$ cat src/rtl/cell_fluid_fraction_from_plane_core_macros.svh
// Assertion macros for the top level of the cell fluid fraction RTL
`ifndef CELL_FLUID_FRACTION_FROM_PLANE_CORE_MACROS_SVH
`define CELL_FLUID_FRACTION_FROM_PLANE_CORE_MACROS_SVH

// Check a condition in the same cycle as its trigger
`define CFFP_ASSERT_SAME(lbl, ante, cons, msg) \
  lbl: assert property (@(posedge clk) disable iff (!rst_n) (ante) |-> (cons)) \
    else $error(msg);

// Check a condition in the cycle after its trigger
`define CFFP_ASSERT_NEXT(lbl, ante, cons, msg) \
  lbl: assert property (@(posedge clk) disable iff (!rst_n) (ante) |=> (cons)) \
    else $error(msg);

`endif

$ cat src/rtl/cffp_pkg.sv
// Types and constants shared by the cell fluid fraction pipeline
`timescale 1ns / 1ps
package cffp_pkg;

  localparam int unsigned NUM_W = 64;   // signed numerator width
  localparam int unsigned DEN_W = 57;   // denominator width, 48*abc < 2^57

  typedef enum logic [1:0] {
    FORCE_NONE,
    FORCE_ZERO,
    FORCE_ONE,
    FORCE_HALF
  } force_t;

  typedef enum logic [1:0] {
    REG_LO,
    REG_HI,
    REG_MID
  } region_t;

  // Operands after classification
  typedef struct packed {
    force_t          frc;
    logic            cube;
    region_t         rgn;
    logic [19:0]     t;
    logic [19:0]     lin_n;
    logic [18:0]     lin_d;
    logic [17:0]     p;
    logic [17:0]     q;
    logic [17:0]     a;
    logic [17:0]     b;
    logic [17:0]     c;
    logic [7:0][19:0] v;
  } prep_t;

  // Ratio handed to the divider
  typedef struct packed {
    force_t                   frc;
    logic signed [NUM_W-1:0]  num;
    logic [DEN_W-1:0]         den;
  } ratio_t;

endpackage

$ cat src/rtl/cffp_div.sv
// Pipelined restoring divider with round-to-nearest of the fraction
`timescale 1ns / 1ps
module cffp_div
  import cffp_pkg::*;
#(
  parameter int unsigned FRAC_BITS = 16
) (
  input  logic                 clk,
  input  logic                 rst_n,
  input  logic                 en,
  input  logic                 in_valid,
  input  ratio_t               in_data,
  output logic                 out_valid,
  output logic [FRAC_BITS:0]   out_frac
);

  localparam int unsigned QW = FRAC_BITS + 1;

  logic               vld_r [QW+1];
  logic [DEN_W-1:0]   rem_r [QW+1];
  logic [DEN_W-1:0]   den_r [QW+1];
  logic [QW-1:0]      quo_r [QW+1];
  force_t             frc_r [QW+1];
  force_t             frc_nxt;
  logic [QW:0]        quo_inc;

  // Resolve the trivial ratios before dividing
  always_comb begin
    if (in_data.frc != FORCE_NONE) begin
      frc_nxt = in_data.frc;
    end else if (in_data.num <= $signed(NUM_W'(0)) || in_data.den == '0) begin
      frc_nxt = FORCE_ZERO;
    end else if (in_data.num >= $signed({{(NUM_W-DEN_W){1'b0}}, in_data.den})) begin
      frc_nxt = FORCE_ONE;
    end else begin
      frc_nxt = FORCE_NONE;
    end
  end

  always_ff @(posedge clk) begin
    if (!rst_n) begin
      vld_r[0] <= 1'b0;
    end else if (en) begin
      vld_r[0] <= in_valid;
    end
  end

  always_ff @(posedge clk) begin
    if (en) begin
      rem_r[0] <= in_data.num[DEN_W-1:0];
      den_r[0] <= in_data.den;
      quo_r[0] <= '0;
      frc_r[0] <= frc_nxt;
    end
  end

  // One quotient bit per stage
  for (genvar k = 0; k < QW; k++) begin : g_stage
    logic [DEN_W:0]   shl;
    logic             ge;
    logic [DEN_W:0]   dif;
    logic [DEN_W-1:0] rem_nxt;
    logic [QW-1:0]    quo_nxt;

    always_comb begin
      shl     = {rem_r[k], 1'b0};
      dif     = shl - {1'b0, den_r[k]};
      ge      = shl >= {1'b0, den_r[k]};
      rem_nxt = ge ? dif[DEN_W-1:0] : shl[DEN_W-1:0];
      quo_nxt = {quo_r[k][QW-2:0], ge};
    end

    always_ff @(posedge clk) begin
      if (!rst_n) begin
        vld_r[k+1] <= 1'b0;
      end else if (en) begin
        vld_r[k+1] <= vld_r[k];
      end
    end

    always_ff @(posedge clk) begin
      if (en) begin
        rem_r[k+1] <= rem_nxt;
        den_r[k+1] <= den_r[k];
        quo_r[k+1] <= quo_nxt;
        frc_r[k+1] <= frc_r[k];
      end
    end
  end

  // Round half up and apply forced results
  always_comb begin
    quo_inc = {1'b0, quo_r[QW]} + {{QW{1'b0}}, 1'b1};
    unique case (frc_r[QW])
      FORCE_ZERO: out_frac = '0;
      FORCE_ONE:  out_frac = QW'(1) << FRAC_BITS;
      FORCE_HALF: out_frac = QW'(1) << (FRAC_BITS - 1);
      default:    out_frac = quo_inc[QW:1];
    endcase
  end

  assign out_valid = vld_r[QW];

endmodule

$ cat config.mk
export PLATFORM = sky130hd
export DESIGN_NAME = cffp_div
export DESIGN_NICKNAME = d
export VERILOG_FILES = /design/src/rtl/cell_fluid_fraction_from_plane_core_macros.svh /design/src/rtl/cffp_pkg.sv /design/src/rtl/cffp_div.sv
export SDC_FILE = /design/constraint.sdc
export NUM_CORES = 2
export LEC_CHECK = 0
export BUFFER_PORTS_ARGS = -buffer_cell sky130_fd_sc_hd__buf_2
export CAP_MARGIN = 5
export CORE_ASPECT_RATIO = 1.75
export CORE_MARGIN = 2
export CORE_UTILIZATION = 35
export DETAILED_ROUTE_END_ITERATION = 8
export MAX_ROUTING_LAYER = met4
export SYNTH_ARGS = -nofsm -noshare
export SYNTH_HDL_FRONTEND = slang
export SYNTH_SLANG_ARGS = --single-unit
$ cat constraint.sdc
create_clock -name clk -period 12.25 [get_ports clk]
set_clock_uncertainty 0.05 [all_clocks]
set_input_delay 0 -clock clk [delete_from_list [all_inputs] [get_ports clk]]
set_output_delay 0 -clock clk [all_outputs]
set_load 0.005 [all_outputs]
==> results.cfg <==
[floorplan]
core_mm2 = 0.373
die_width_um = 466
start_util_pct = 35.1
rows = 297
die_area_mm2 = 0.379
ios = 145
die_height_um = 813

[timing]
setup-violations-final = 0
worst-slew-pin-transition_ps = 1440
hold_viol = 0
final.setup.tns_ps = 0
period_minus_slack_ps = 6570
finalMaxSlewViolations = 0
period_share_pct = 53.7
fmax_ghz = 0.152
rsz0062_at_grt = false
maxSlewHeadroom_pct = 2.94

[yosys]
ys_seq_elements = 2145
synth-async-reset-ratio_pct = 0
ys_seq_area_share_pct = 49.2
yosysUniqueCellTypes = 109
ys.warnings.count = 0
synth.cell_area_mm2 = 0.131
synth_ff_type = edfxtp_1
synth_nets = 13703
avgSynthCellArea_um2 = 10.4
synth_cells = 12534
synth_edf_count = 2144

[setup_path]
required_ps = 12860
cp.arrival_ps = 7190
path_max_fanout = 61
cp-end-kind = register
critical_path_class = register to register
start_kind = register

[routing]
dr.pass1.iters = 7
vias = 91630
ant_nets = 0
drcViolationCount = 2
post_drt_via_cell_ratio = 5.10
drtIter0Drc = 4010
routedWlPerCell_um = 19.2
wl_mm = 344

[placed_design]
post_dp_cell_area_mm2 = 0.137
portBuffers = 144
place.gp.congestion = 0.971
place_hpwl_mm = 277
dp_cells = 17288

[cells_and_area]
stdcell_count = 17952
syn_to_final_growth_pct = 11.9
fin_area_mm2 = 0.146
most-common-layout-cells = edfxtp_1 (2144), inv_1 (1289), a21oi_1 (1162), nand2_1 (1052), ha_1 (1026)
fill_cells = 36372
nets = 13984
multi_input_area_mm2 = 0.0600
mostFrequentLayoutCell = edfxtp_1
drive_gt1_share_pct = 6.93
regArea_mm2 = 0.0644

[global_routing]
grt_usage_pct = 18.3
grt_pass1_vias = 95266
grt_max_degree = 159
grt_pass1_wl_mm = 524
antenna_found_initial = 11
grt-ovfl-total = 0

[clock_network]
tritoncts = built
root_buffer = clkbuf_16
cts_sinks = 2145
clock_path_buffers = 4
clkTransAtPathRegs_ps = 60
htreeDepth = 4
numCtsBuffers = 219
clk_latency_ps = 960

[worst_hold_path]
hold_path_class = primary input to register

[run_status]
violations = DRC
status = finished with violations

[power_and_ir_drop]
power_density_mw_per_mm2 = 256
leakagePower_nw = 59.8
vdd_drop_max_uv = 143
power_w = 0.0374

[job]
max-cap-violations = 0
[routing by layer]
| layer | vias to the layer above | GRT usage [%] | share of wire, % |
|---|---|---|---|
| met1 | 42882 | 14.2 | 31 |
| met3 | 978 | 1.56 | 2.2 |
| met5 | - | - | 0 |
| met4 | 0 | 13.7 | 8.6 |
| met2 | 1595 | 37.9 | 58 |
| li1 | 46175 | - | - |
[metrics by stage]
| step | util, % | hold slack, ps | setup slack, ps |
|---|---|---|---|
| finish | 39.3 | 99.9 | 5680 |
| global route | 39.3 | 47.1 | 5700 |
| CTS | 39.2 | 12.1 | 5700 |
| detailed placement | 36.7 | 163 | 5750 |
| global placement | 36.7 | 162 | 5640 |
| floorplan | - | 48.9 | 8360 |
[flip-flops by register name, summed over array words and instances, names as in the netlist]
signal,flops
rem_r,969
quo_r,153
frc_r,36
den_r,969
vld_r,18
[worst paths after layout]
kind              depth (start not counted)                      end                    start  slack, ps
setup / recovery                         13  rem_r[14][20]$_DFFE_PP_  rem_r[13][14]$_DFFE_PP_       5680
hold / removal                            2   rem_r[0][51]$_DFFE_PP_             in_data[108]        100
setup reg to reg                         13  rem_r[14][20]$_DFFE_PP_  rem_r[13][14]$_DFFE_PP_       5680
hold reg to reg                           0  quo_r[17][14]$_DFFE_PP_  quo_r[16][13]$_DFFE_PP_        330
[kinds of logic (layout without fill, tap and decap cells)]
family                     after synthesis  count (layout)  synth area share, %
muxes                                  271             271                 2.39
and+or+nand+nor                       2950            2950                 10.7
adders and majority gates             1042            1042                 10.1
other                                    0              40                    0
xor gates and xnor gates               844             844                 5.65
DFF                                   2145            2145                 49.2
AOI/OAI and AO/OA                     3586            3586                 16.9
buffers and inverters                 1696            2141                 5.05
[critical path, stage by stage, from the launching register on]
cell       delay (ps)
edfxtp_1          410
ha_1              460
nand4_1           230
nor2_1            180
and3_1            510
o211ai_1          330
a2111oi_2         960
o21ai_1           310
nand3_1           200
a41o_1            340
nand4_1           610
nand2_4           630
buf_4             600
mux2_2            410
[cell usage after synthesis (all sizes together), types with 109 or more instances]
library cell,number,share of area (%)
edfxtp,2144,49
nor3,130,0.50
nor2,673,1.9
nand2b,130,0.62
ha,1026,9.8
a21o,555,3.2
mux2,256,2.3
o21ai,931,3.6
and3,122,0.58
a31oi,128,0.63
inv,1290,3.7
xnor2,487,3.3
nor2b,132,0.63
o21bai,157,0.90
clkbuf,304,0.87
xor2,357,2.4
nand2,1053,3.0
a21oi,1170,4.5
nand4,207,0.99
nand3,202,0.77
o21a,109,0.63
[cell type report]
type	instances	area share [%]
sequential	2145	44.0
multi-input combinational	8693	41.0
tap	4933	4.22
clock buffer	252	3.86
inverter	1290	3.31
timing repair buffer	466	2.60
clock inverter	133	0.971
antenna	40	0.0684
[timing repair]
| action | 4_1_cts | 5_1_grt |
|---|---|---|
| hold buffers | 239 | 0 |
| setup buffers | 0 | 0 |
| endpoints found under the hold margin | 315 | 0 |
| resized for setup | 0 | 0 |
[power by group]
group | internal [W] | switching, W | total [W]
logic | 0.00758 | 0.0110 | 0.0186
registers | 0.0110 | 0.00106 | 0.0121
clock network | 0.00382 | 0.00287 | 0.00669
total | 0.0224 | 0.0150 | 0.0374
(Power assumes the default switching activity.)
