File: src/rtl/cell_fluid_fraction_from_plane_core_macros.svh
// Assertion macros for the top level of the cell fluid fraction RTL
`ifndef CELL_FLUID_FRACTION_FROM_PLANE_CORE_MACROS_SVH
`define CELL_FLUID_FRACTION_FROM_PLANE_CORE_MACROS_SVH

// Check a condition in the same cycle as its trigger
`define CFFP_ASSERT_SAME(lbl, ante, cons, msg) \
  lbl: assert property (@(posedge clk) disable iff (!rst_n) (ante) |-> (cons)) \
    else $error(msg);

// Check a condition in the cycle after its trigger
`define CFFP_ASSERT_NEXT(lbl, ante, cons, msg) \
  lbl: assert property (@(posedge clk) disable iff (!rst_n) (ante) |=> (cons)) \
    else $error(msg);

`endif

File: src/rtl/cffp_pkg.sv
// Types and constants shared by the cell fluid fraction pipeline
`timescale 1ns / 1ps
package cffp_pkg;

  localparam int unsigned NUM_W = 64;   // signed numerator width
  localparam int unsigned DEN_W = 57;   // denominator width, 48*abc < 2^57

  typedef enum logic [1:0] {
    FORCE_NONE,
    FORCE_ZERO,
    FORCE_ONE,
    FORCE_HALF
  } force_t;

  typedef enum logic [1:0] {
    REG_LO,
    REG_HI,
    REG_MID
  } region_t;

  // Operands after classification
  typedef struct packed {
    force_t          frc;
    logic            cube;
    region_t         rgn;
    logic [19:0]     t;
    logic [19:0]     lin_n;
    logic [18:0]     lin_d;
    logic [17:0]     p;
    logic [17:0]     q;
    logic [17:0]     a;
    logic [17:0]     b;
    logic [17:0]     c;
    logic [7:0][19:0] v;
  } prep_t;

  // Ratio handed to the divider
  typedef struct packed {
    force_t                   frc;
    logic signed [NUM_W-1:0]  num;
    logic [DEN_W-1:0]         den;
  } ratio_t;

endpackage

File: src/rtl/cffp_prep.sv
// Front stages: absolute values, component selection and case classification
`timescale 1ns / 1ps
module cffp_prep
  import cffp_pkg::*;
(
  input  logic               clk,
  input  logic               rst_n,
  input  logic               en,
  input  logic               in_valid,
  input  logic               three_d_mode,
  input  logic [17:0]        nx,
  input  logic [17:0]        ny,
  input  logic [17:0]        nz,
  input  logic [18:0]        offs,
  output logic               out_valid,
  output prep_t              out_data
);

  logic               vld_a_r;
  logic [17:0]        a_r, b_r, c_r, p_r, q_r;
  logic signed [19:0] d2_r;
  logic               cube_r, allz_r;
  logic [17:0]        a_nxt, b_nxt, c_nxt, p_nxt, q_nxt;

  logic               vld_b_r;
  prep_t              prep_r, prep_nxt;

  logic signed [21:0] as_s, bs_s, cs_s, ps_s, qs_s, ds_s;
  logic signed [21:0] n1_s, mn_s, mx_s, l1_s, t_s, lin_s;
  logic signed [21:0] va [8];

  // Take magnitude and pick the pair used by the planar formula
  always_comb begin
    a_nxt = nx[17] ? (~nx + 18'd1) : nx;
    b_nxt = ny[17] ? (~ny + 18'd1) : ny;
    c_nxt = nz[17] ? (~nz + 18'd1) : nz;
    p_nxt = a_nxt;
    q_nxt = b_nxt;
    if (three_d_mode) begin
      if (a_nxt == '0) begin
        p_nxt = b_nxt;
        q_nxt = c_nxt;
      end else if (b_nxt == '0) begin
        q_nxt = c_nxt;
      end
    end
  end

  always_ff @(posedge clk) begin
    if (!rst_n) begin
      vld_a_r <= 1'b0;
    end else if (en) begin
      vld_a_r <= in_valid;
    end
  end

  always_ff @(posedge clk) begin
    if (en) begin
      a_r    <= a_nxt;
      b_r    <= b_nxt;
      c_r    <= c_nxt;
      p_r    <= p_nxt;
      q_r    <= q_nxt;
      d2_r   <= $signed({offs, 1'b0});
      cube_r <= three_d_mode && (a_nxt != '0) && (b_nxt != '0) && (c_nxt != '0);
      allz_r <= three_d_mode && (a_nxt == '0) && (b_nxt == '0) && (c_nxt == '0);
    end
  end

  // Classify the item and form the corner distances of the cube
  always_comb begin
    as_s = $signed({4'b0, a_r});
    bs_s = $signed({4'b0, b_r});
    cs_s = $signed({4'b0, c_r});
    ps_s = $signed({4'b0, p_r});
    qs_s = $signed({4'b0, q_r});
    ds_s = $signed({{2{d2_r[19]}}, d2_r});

    va[0] = ds_s + as_s + bs_s + cs_s;
    va[1] = ds_s - as_s + bs_s + cs_s;
    va[2] = ds_s + as_s - bs_s + cs_s;
    va[3] = ds_s + as_s + bs_s - cs_s;
    va[4] = ds_s - as_s - bs_s + cs_s;
    va[5] = ds_s - as_s + bs_s - cs_s;
    va[6] = ds_s + as_s - bs_s - cs_s;
    va[7] = ds_s - as_s - bs_s - cs_s;
    l1_s  = as_s + bs_s + cs_s;

    n1_s = ps_s + qs_s;
    mn_s = (ps_s < qs_s) ? ps_s : qs_s;
    mx_s = (ps_s < qs_s) ? qs_s : ps_s;

    prep_nxt      = '0;
    prep_nxt.cube = cube_r;
    prep_nxt.p    = p_r;
    prep_nxt.q    = q_r;
    prep_nxt.a    = a_r;
    prep_nxt.b    = b_r;
    prep_nxt.c    = c_r;
    for (int i = 0; i < 8; i++) begin
      prep_nxt.v[i] = (va[i] > 22'sd0) ? va[i][19:0] : 20'd0;
    end

    // Clamp outside the cell
    if (allz_r) begin
      if (ds_s < 22'sd0) begin
        prep_nxt.frc = FORCE_ZERO;
      end else if (ds_s > 22'sd0) begin
        prep_nxt.frc = FORCE_ONE;
      end else begin
        prep_nxt.frc = FORCE_HALF;
      end
    end else if (cube_r) begin
      if (va[0] <= 22'sd0) begin
        prep_nxt.frc = FORCE_ZERO;
      end else if (va[0] >= (l1_s <<< 1)) begin
        prep_nxt.frc = FORCE_ONE;
      end else begin
        prep_nxt.frc = FORCE_NONE;
      end
    end else begin
      if (ds_s <= -n1_s) begin
        prep_nxt.frc = FORCE_ZERO;
      end else if (ds_s >= n1_s) begin
        prep_nxt.frc = FORCE_ONE;
      end else begin
        prep_nxt.frc = FORCE_NONE;
      end
    end

    // Pick the planar piece: corner triangle, corner cut, or trapezoid
    if (ds_s < mn_s - mx_s) begin
      prep_nxt.rgn = REG_LO;
      t_s = ds_s + n1_s;
    end else if (ds_s > mx_s - mn_s) begin
      prep_nxt.rgn = REG_HI;
      t_s = n1_s - ds_s;
    end else begin
      prep_nxt.rgn = REG_MID;
      t_s = n1_s - ds_s;
    end
    lin_s          = mx_s + ds_s;
    prep_nxt.t     = t_s[19:0];
    prep_nxt.lin_n = lin_s[19:0];
    prep_nxt.lin_d = {mx_s[17:0], 1'b0};
  end

  always_ff @(posedge clk) begin
    if (!rst_n) begin
      vld_b_r <= 1'b0;
    end else if (en) begin
      vld_b_r <= vld_a_r;
    end
  end

  always_ff @(posedge clk) begin
    if (en) begin
      prep_r <= prep_nxt;
    end
  end

  assign out_valid = vld_b_r;
  assign out_data  = prep_r;

endmodule

File: config.mk
export PLATFORM = sky130hd
export DESIGN_NAME = cffp_prep
export DESIGN_NICKNAME = d
export VERILOG_FILES = /design/src/rtl/cell_fluid_fraction_from_plane_core_macros.svh /design/src/rtl/cffp_pkg.sv /design/src/rtl/cffp_prep.sv
export SDC_FILE = /design/constraint.sdc
export NUM_CORES = 1
export LEC_CHECK = 0
export BUFFER_PORTS_ARGS = -buffer_cell sky130_fd_sc_hd__buf_2
export CAP_MARGIN = 20
export CORE_ASPECT_RATIO = 1.1
export CORE_MARGIN = 5
export CORE_UTILIZATION = 55
export CTS_CLUSTER_DIAMETER = 150
export DETAILED_ROUTE_END_ITERATION = 10
export PLACE_DENSITY = 0.75
export SLEW_MARGIN = 40
export SYNTH_ARGS = -nofsm -noshare
export SYNTH_HDL_FRONTEND = slang
export SYNTH_SLANG_ARGS = --single-unit
export TNS_END_PERCENT = 10
File: constraint.sdc
create_clock -name clk -period 15.1 [get_ports clk]
set_input_delay 0 -clock clk [delete_from_list [all_inputs] [get_ports clk]]
set_output_delay 0 -clock clk [all_outputs]
set_load 0.02 [all_outputs]
==> metrics.yaml, run 1 <==
run_status:
  status: "complete, no violations"
synth:
  syn_area_um2: 36380
  ys_warn_count: 0
  syn_area_per_cell_um2: 9.360
  ys_seq_area_share_pct: 35.02
  synthArstFlopShare_pct: 0
  ys_types: 102
  synth_nets: 4439
  ys_seq_elements: 425
  synth_edf_count: 423
  synth_cells: 3887
  synthFlopType: "edfxtp_1"
cts:
  cts_root_buf: "clkbuf_16"
  cts_resized: 0
  tritoncts: "yes"
  post-cts-setup-buffers: 0
  path_clk_slew_ps: 70
  clock_tree.buffer_depth: 3
  clk_latency_ps: 620
  clock-sinks: 425
  htree_levels: 2
  numCtsBuffers: 44
global_route:
  grt_pass1_vias: 31650
  track_usage_pct: 33.89
  grt_max_degree: 149
  overflow: 0
  antenna_found_initial: 3
  grt_pass1_wl_um: 185100
timing:
  rsz0062_at_grt: "false"
  min_period_ps: 8633
  clock_skew_ps: 45.12
  hold_viol: 0
  tightest_slew_ps: 877.7
  setup_violations: 0
  fin_setup_tns_ps: 0
  slew_headroom_pct: 41.34
  max_freq_mhz: 115.8
  drv_slew: 0
  whs_ps: 54.17
  final.period_utilization_pct: 57.18
floorplan:
  core_area_um2: 65900
  rows: 99
  die_w_um: 255.2
  die-area_um2: 71400
  die_h_um: 279.8
  io_pins: 393
  initial_core_util_pct: 55.21
power:
  vdd_drop_max_v: 0.0001298
  leakage_nw: 18.29
  powerDensity_nw_per_um2: 244.0
detailed_routing:
  dr_total_vias: 31950
  drc: 0
  antenna_left: 0
  drt-total-wl_um: 125700
  wl_per_cell_um: 24.15
  drtPass1Iterations: 7
  drtIter0Drc: 2904
  viasPerCell: 6.138
run:
  maxCapViolCount: 0
critical_path:
  cpMaxStageDelayCell: "edfxtp_1"
  timing_worst_setup_path_type: "flip-flop to flip-flop"
  cpMostUsedCell: "ha_1"
  arrival_ps: 8980
  worst_r2r_path_depth: 31
  rr_endpoint: "out_data[313]"
  critPathMaxFanout: 11
  crit_required_ps: 15450
  cp-start-kind: "flip-flop"
  reg2reg_from: "d2_r[1]"
  crit_path_max_incr_delay_ps: 660
  rrSetupSlack_ps: 6470
  endpoint_kind: "flip-flop"
final_layout:
  fillers: 5595
  syn_to_final_growth_pct: 14.40
  finalNetCount: 4862
  layout-drive-gt1-share_pct: 13.14
placement:
  gp_congestion: 1.073
  placement.io_buffers: 391
  hpwlAfterDp_um: 100600
hold_path:
  hp-start: "ny[1]"
  min_path_cells: 3
  hp-class: "input port to flip-flop"
  whs_endpoint: "b_r[1]"
==> cells in the mapped netlist, types with 15 or more instances <==
cell      number  area [µm²]
and2_1        29       181.4
nor4_1        34       212.7
fa_1          37       740.7
o21bai_1      68       510.5
o21ai_0      167       835.8
buf_2         19       95.09
xor2_1       125        1095
o211ai_1      24       180.2
edfxtp_1     423       12700
clkbuf_1      97       364.1
a211oi_1      39       292.8
nor2b_1       58       362.9
mux2i_1       19       190.2
a31oi_1       31       193.9
ha_1         437        5468
o31ai_1       38       285.3
nand4_1       34       212.7
or3_1         40       250.2
o22ai_1       29       181.4
nand2b_1      66       412.9
inv_1        330        1239
nand3_1       69       345.3
nor2_1       392        1471
a21oi_1      273        1366
nand2_1      222       833.3
and3_1        25       156.4
a21o_1        99       743.2
xnor2_1      242        2120
or4_1         20       150.1
or2_2         15       93.84
nor3b_1       16       120.1
nor3_1        88       440.4
o21a_1        35       262.8
==> repair_timing <==
item	4_1_cts	5_1_grt
hold buffers	86	0
setup endpoints to repair	0	0
endpoints found under the hold margin	140	0
==> area by class of cell <==
class | count | area (µm²) | area share [%]
diodes | 2 | 5.005 | 0.01202
clock buffers | 48 | 1137 | 2.733
repair buffers | 504 | 3090 | 7.425
flip-flops and latches | 425 | 12740 | 30.61
multi-input cells | 3003 | 21980 | 52.81
well taps | 858 | 1074 | 2.579
inverters | 332 | 1246 | 2.994
clock inverters | 33 | 346.6 | 0.8327
==> power breakdown <==
group          internal [mW]  switching (mW)  total (mW)  leakage, nW
Clock                  0.625           0.507        1.13        0.721
Combinational           2.62            4.45        7.07         13.3
Sequential              1.80           0.157        1.95         4.25
==> logic make-up (layout without fill, tap and decap cells) <==
family / Yosys count / after routing / synth area share (%)
xor+xnor: 371 / 371 / 9.031
fa+ha+maj: 474 / 474 / 17.06
flops: 425 / 425 / 35.02
mux: 25 / 25 / 0.7084
buf+inv: 459 / 917 / 4.928
compound gates: 976 / 976 / 17.76
simple gates: 1156 / 1156 / 15.48
other cells: 1 / 3 / 0.01031
==> sequential cells by signal, summed over array words and instances (netlist names) <==
signal	flops
d2_r	19
out_data	312
allz_r	1
p_r	18
b_r	18
a_r	18
c_r	18
out_valid	1
vld_a_r	1
q_r	18
cube_r	1
==> per-layer routing <==
layer	part of all wire [%]	GRT usage (%)
met5	0	0
met4	7.4	19.83
met3	6.9	4.949
met2	49	59.44
met1	37	39.22
==> worst max-delay path, delay by kind of cell, from the launching register on <==
family / cells / cell delay [ps]
AOI/OAI and AO/OA: 14 / 3260
buffers and inverters: 2 / 130
adders and majority gates: 5 / 1840
xor gates and xnor gates: 3 / 590
and+or+nand+nor: 7 / 1850
DFF: 1 / 660
==> worst max-delay path by stage <==
stage	from	to	slack, ps	cells after the start
after floorplan	d2_r[2]	out_data[313]	7750	29
after global placement	d2_r[1]	out_data[313]	6610	31
after detailed placement	d2_r[1]	out_data[313]	6620	31
after CTS	d2_r[1]	out_data[313]	6570	31
after global routing	d2_r[1]	out_data[313]	6060	31
final	d2_r[1]	out_data[313]	6470	31
==> per-stage QoR <==
step	cells	area [µm²]	setup slack, ps	power, mW	utilization (%)
detailed placement	5035	39200	6620	8.886	59.48
CTS	5202	41540	6574	10.06	63.04
finish	5205	41620	6467	10.16	63.16
floorplan	3887	36380	7752	6.883	-
global route	5205	41620	6055	10.84	63.16
global placement	5033	39100	6607	8.802	59.33
==> layout by cell type (no fill, tap or decap), drive strengths merged, types with 14 or more instances in the layout <==
| master | Yosys | final |
|---|---|---|
| and2 | 30 | 30 |
| a221oi | 14 | 14 |
| or4 | 22 | 22 |
| nor2 | 403 | 403 |
| nand4 | 34 | 34 |
| a21o | 99 | 99 |
| or2 | 15 | 15 |
| nand3 | 70 | 70 |
| o22ai | 29 | 29 |
| buf | 29 | 418 |
| clkinv | 1 | 22 |
| mux2i | 19 | 19 |
| o21ai | 171 | 171 |
| inv | 331 | 336 |
| a21oi | 273 | 273 |
| o21a | 35 | 35 |
| nor2b | 59 | 59 |
| or3 | 41 | 41 |
| xor2 | 126 | 126 |
| nor3 | 88 | 88 |
| nor3b | 16 | 16 |
| nor4 | 34 | 34 |
| o21bai | 68 | 68 |
| fa | 37 | 37 |
| a31oi | 32 | 32 |
| xnor2 | 244 | 244 |
| o31ai | 38 | 38 |
| nand2 | 224 | 224 |
| dlygate4sd3 | 0 | 86 |
| o211ai | 25 | 25 |
| clkbuf | 98 | 48 |
| a211oi | 42 | 42 |
| ha | 437 | 437 |
| nand2b | 66 | 66 |
| edfxtp | 423 | 423 |
| and3 | 25 | 25 |
No activity file was read; power rests on OpenSTA's default activity.
==> run 2, diff against run 1 <==
==> constraint.sdc (replaced) <==
create_clock -name clk -period 8.9 [get_ports clk]
set_input_delay 0 -clock clk [delete_from_list [all_inputs] [get_ports clk]]
set_output_delay 0 -clock clk [all_outputs]
set_load 0.02 [all_outputs]
==> run 2 against run 1 <==
Against the previous run: power is 69% higher; cell count hardly changed; worst setup slack worse by 5700 ps.
==> metrics.yaml, run 2 (synthesis gave the netlist of run 1 again) <==
run_status:
  status: "complete, no violations"  # unchanged
timing:
  fin_setup_tns_ps: 0  # unchanged
  max_freq_mhz: 122.4  # was 115.8 MHz
  setup_violations: 0  # unchanged
  slew_headroom_pct: 37.81  # was 41.34%
  hold_viol: 0  # unchanged
  min_period_ps: 8170  # was 8633 ps
  final.period_utilization_pct: 91.79  # was 57.18%
  tightest_slew_ps: 909.4  # was 877.7 ps
  clock_skew_ps: 19.21  # was 45.12 ps
  drv_slew: 0  # unchanged
  rsz0062_at_grt: "false"  # unchanged
power:
  powerDensity_nw_per_um2: 412.8  # was 244.0 nW/µm²
  p_sw_mw: 8.626  # was 5.113 mW
  vdd_drop_max_v: 0.0001931  # was 0.0001298 V
  p_int_mw: 8.523  # was 5.043 mW
  leakage_nw: 18.29  # about the same
  seqPwrFrac_pct: 19.3  # was 19.2%
  combPwrFrac_pct: 69.9  # was 69.6%
  clockPowerShare_pct: 10.8  # was 11.2%
  netSwitchingFraction_pct: 50.30  # was 50.35%
cts:
  cts_resized: 0  # unchanged
  clock_tree.buffer_depth: 3  # unchanged
  cts_root_buf: "clkbuf_16"  # unchanged
  clk_latency_ps: 600  # was 620 ps
  tritoncts: "yes"  # unchanged
  clock-sinks: 425  # unchanged
  htree_levels: 2  # unchanged
  numCtsBuffers: 43  # was 44
  path_clk_slew_ps: 60  # was 70 ps
  post-cts-setup-buffers: 0  # unchanged
  ctsHoldBuffers: 77  # was 86
detailed_routing:
  wl_per_cell_um: 23.90  # was 24.15 µm
  antenna_left: 0  # unchanged
  drt-total-wl_um: 124400  # was 125700 µm
  drtIter0Drc: 2525  # was 2904
  viasPerCell: 6.024  # was 6.138
  dr_total_vias: 31370  # was 31950
  drc: 0  # unchanged
  drtPass1Iterations: 5  # was 7
critical_path:
  crit_required_ps: 9250  # was 15450 ps
  cp-start-kind: "flip-flop"  # unchanged
  timing_worst_setup_path_type: "flip-flop to flip-flop"  # unchanged
  endpoint_kind: "flip-flop"  # unchanged
  critPathMaxFanout: 6  # was 11
  cpMaxStageDelayCell: "o41ai_1"  # was edfxtp_1
  arrival_ps: 8520  # was 8980 ps
  crit_path_max_incr_delay_ps: 580  # was 660 ps
  cpMostUsedCell: "ha_1"  # unchanged
global_route:
  grt_pass1_wl_um: 183400  # was 185100 µm
  track_usage_pct: 33.63  # was 33.89%
  grt_max_degree: 163  # was 149
  antenna_found_initial: 2  # was 3
  grt_pass1_vias: 30980  # was 31650
  overflow: 0  # unchanged
floorplan:
  io_pins: 393  # unchanged
  die_w_um: 255.2  # unchanged
  die-area_um2: 71400  # unchanged
  core_area_um2: 65900  # unchanged
  initial_core_util_pct: 55.21  # unchanged
  rows: 99  # unchanged
  die_h_um: 279.8  # unchanged
placement:
  placed_cell_area_um2: 39270  # was 39200 µm²
  hpwlAfterDp_um: 100600  # about the same
  placement.io_buffers: 391  # unchanged
  gp_congestion: 1.039  # was 1.073
final_layout:
  layout.cells.most_common: "ha_1"  # unchanged
  mostFrequentLayoutCells: "ha_1, edfxtp_1, nor2_1, buf_2, inv_1"  # unchanged
  layout-drive-gt1-share_pct: 13.23  # was 13.14%
  syn_to_final_growth_pct: 14.18  # was 14.40%
  stdcell_area_um2: 41540  # was 41620 µm²
  largest_reg_flops: 312  # unchanged
  finalNetCount: 4865  # was 4862
  fillers: 5600  # was 5595
hold_path:
  hp-class: "input port to flip-flop"  # unchanged
run:
  maxCapViolCount: 0  # unchanged
run 2: metrics by stage:
stage / worst slack (ps) / hold slack [ps] / power, mW / utilization [%] / std cells
after floorplan: 1552 / 98.87 / 11.68 / - / 3887
after global placement: 887.9 / 177.5 / 14.97 / 59.48 / 5044
after detailed placement: 804.5 / 178.1 / 15.09 / 59.59 / 5045
after CTS: 784.8 / 3.018 / 17.02 / 62.88 / 5201
after global routing: 138.3 / 52.37 / 18.35 / 63.03 / 5205
final: 730.4 / 33.18 / 17.15 / 63.04 / 5207
run 2: final cells by class:
type / instances / area (µm²) / share of cell area [%]
inverters: 332 / 1246 / 3.000
multi-input cells: 3003 / 21950 / 52.84
clock inverters: 33 / 289.0 / 0.6958
repair buffers: 508 / 3126 / 7.524
flip-flops and latches: 425 / 12740 / 30.67
well taps: 858 / 1074 / 2.584
diodes: 2 / 5.005 / 0.01205
clock buffers: 46 / 1109 / 2.669
run 2: worst paths after layout:
kind | cells past startpoint | to | startpoint | slack (ps)
hold reg to reg | 0 | out_data[196] | a_r[0] | 540
setup reg to reg | 30 | out_data[313] | a_r[2] | 730
hold / removal | 4 | p_r[3] | ny[1] | 30
setup / recovery | 30 | out_data[313] | a_r[2] | 730
run 2: power groups by stage:
stage | clock network, mW | logic, mW | registers (mW)
after CTS | 1.87 | 11.8 | 3.32
final | 1.85 | 12.0 | 3.31
after floorplan | 0 | 7.81 | 3.87
after global routing | 1.95 | 13.0 | 3.36
after global placement | 0 | 11.6 | 3.34
after detailed placement | 0 | 11.7 | 3.35
run 2: critical path: cells and delay by family (launching register included):
family / cells / cell delay (ps)
AOI/OAI and AO/OA: 15 / 3780
and+or+nand+nor: 5 / 1480
buffers and inverters: 3 / 290
adders and majority gates: 4 / 1320
DFF: 1 / 470
xor gates and xnor gates: 3 / 610
run 2: metal layers:
layer  GRT usage (%)  vias up  routed length, µm
li1                -    14840                  -
met1           40.42    15010              47750
met2           60.00     1230              61780
met3           3.770      291               7612
met4           15.87        0               7306
met5               0        -                  0
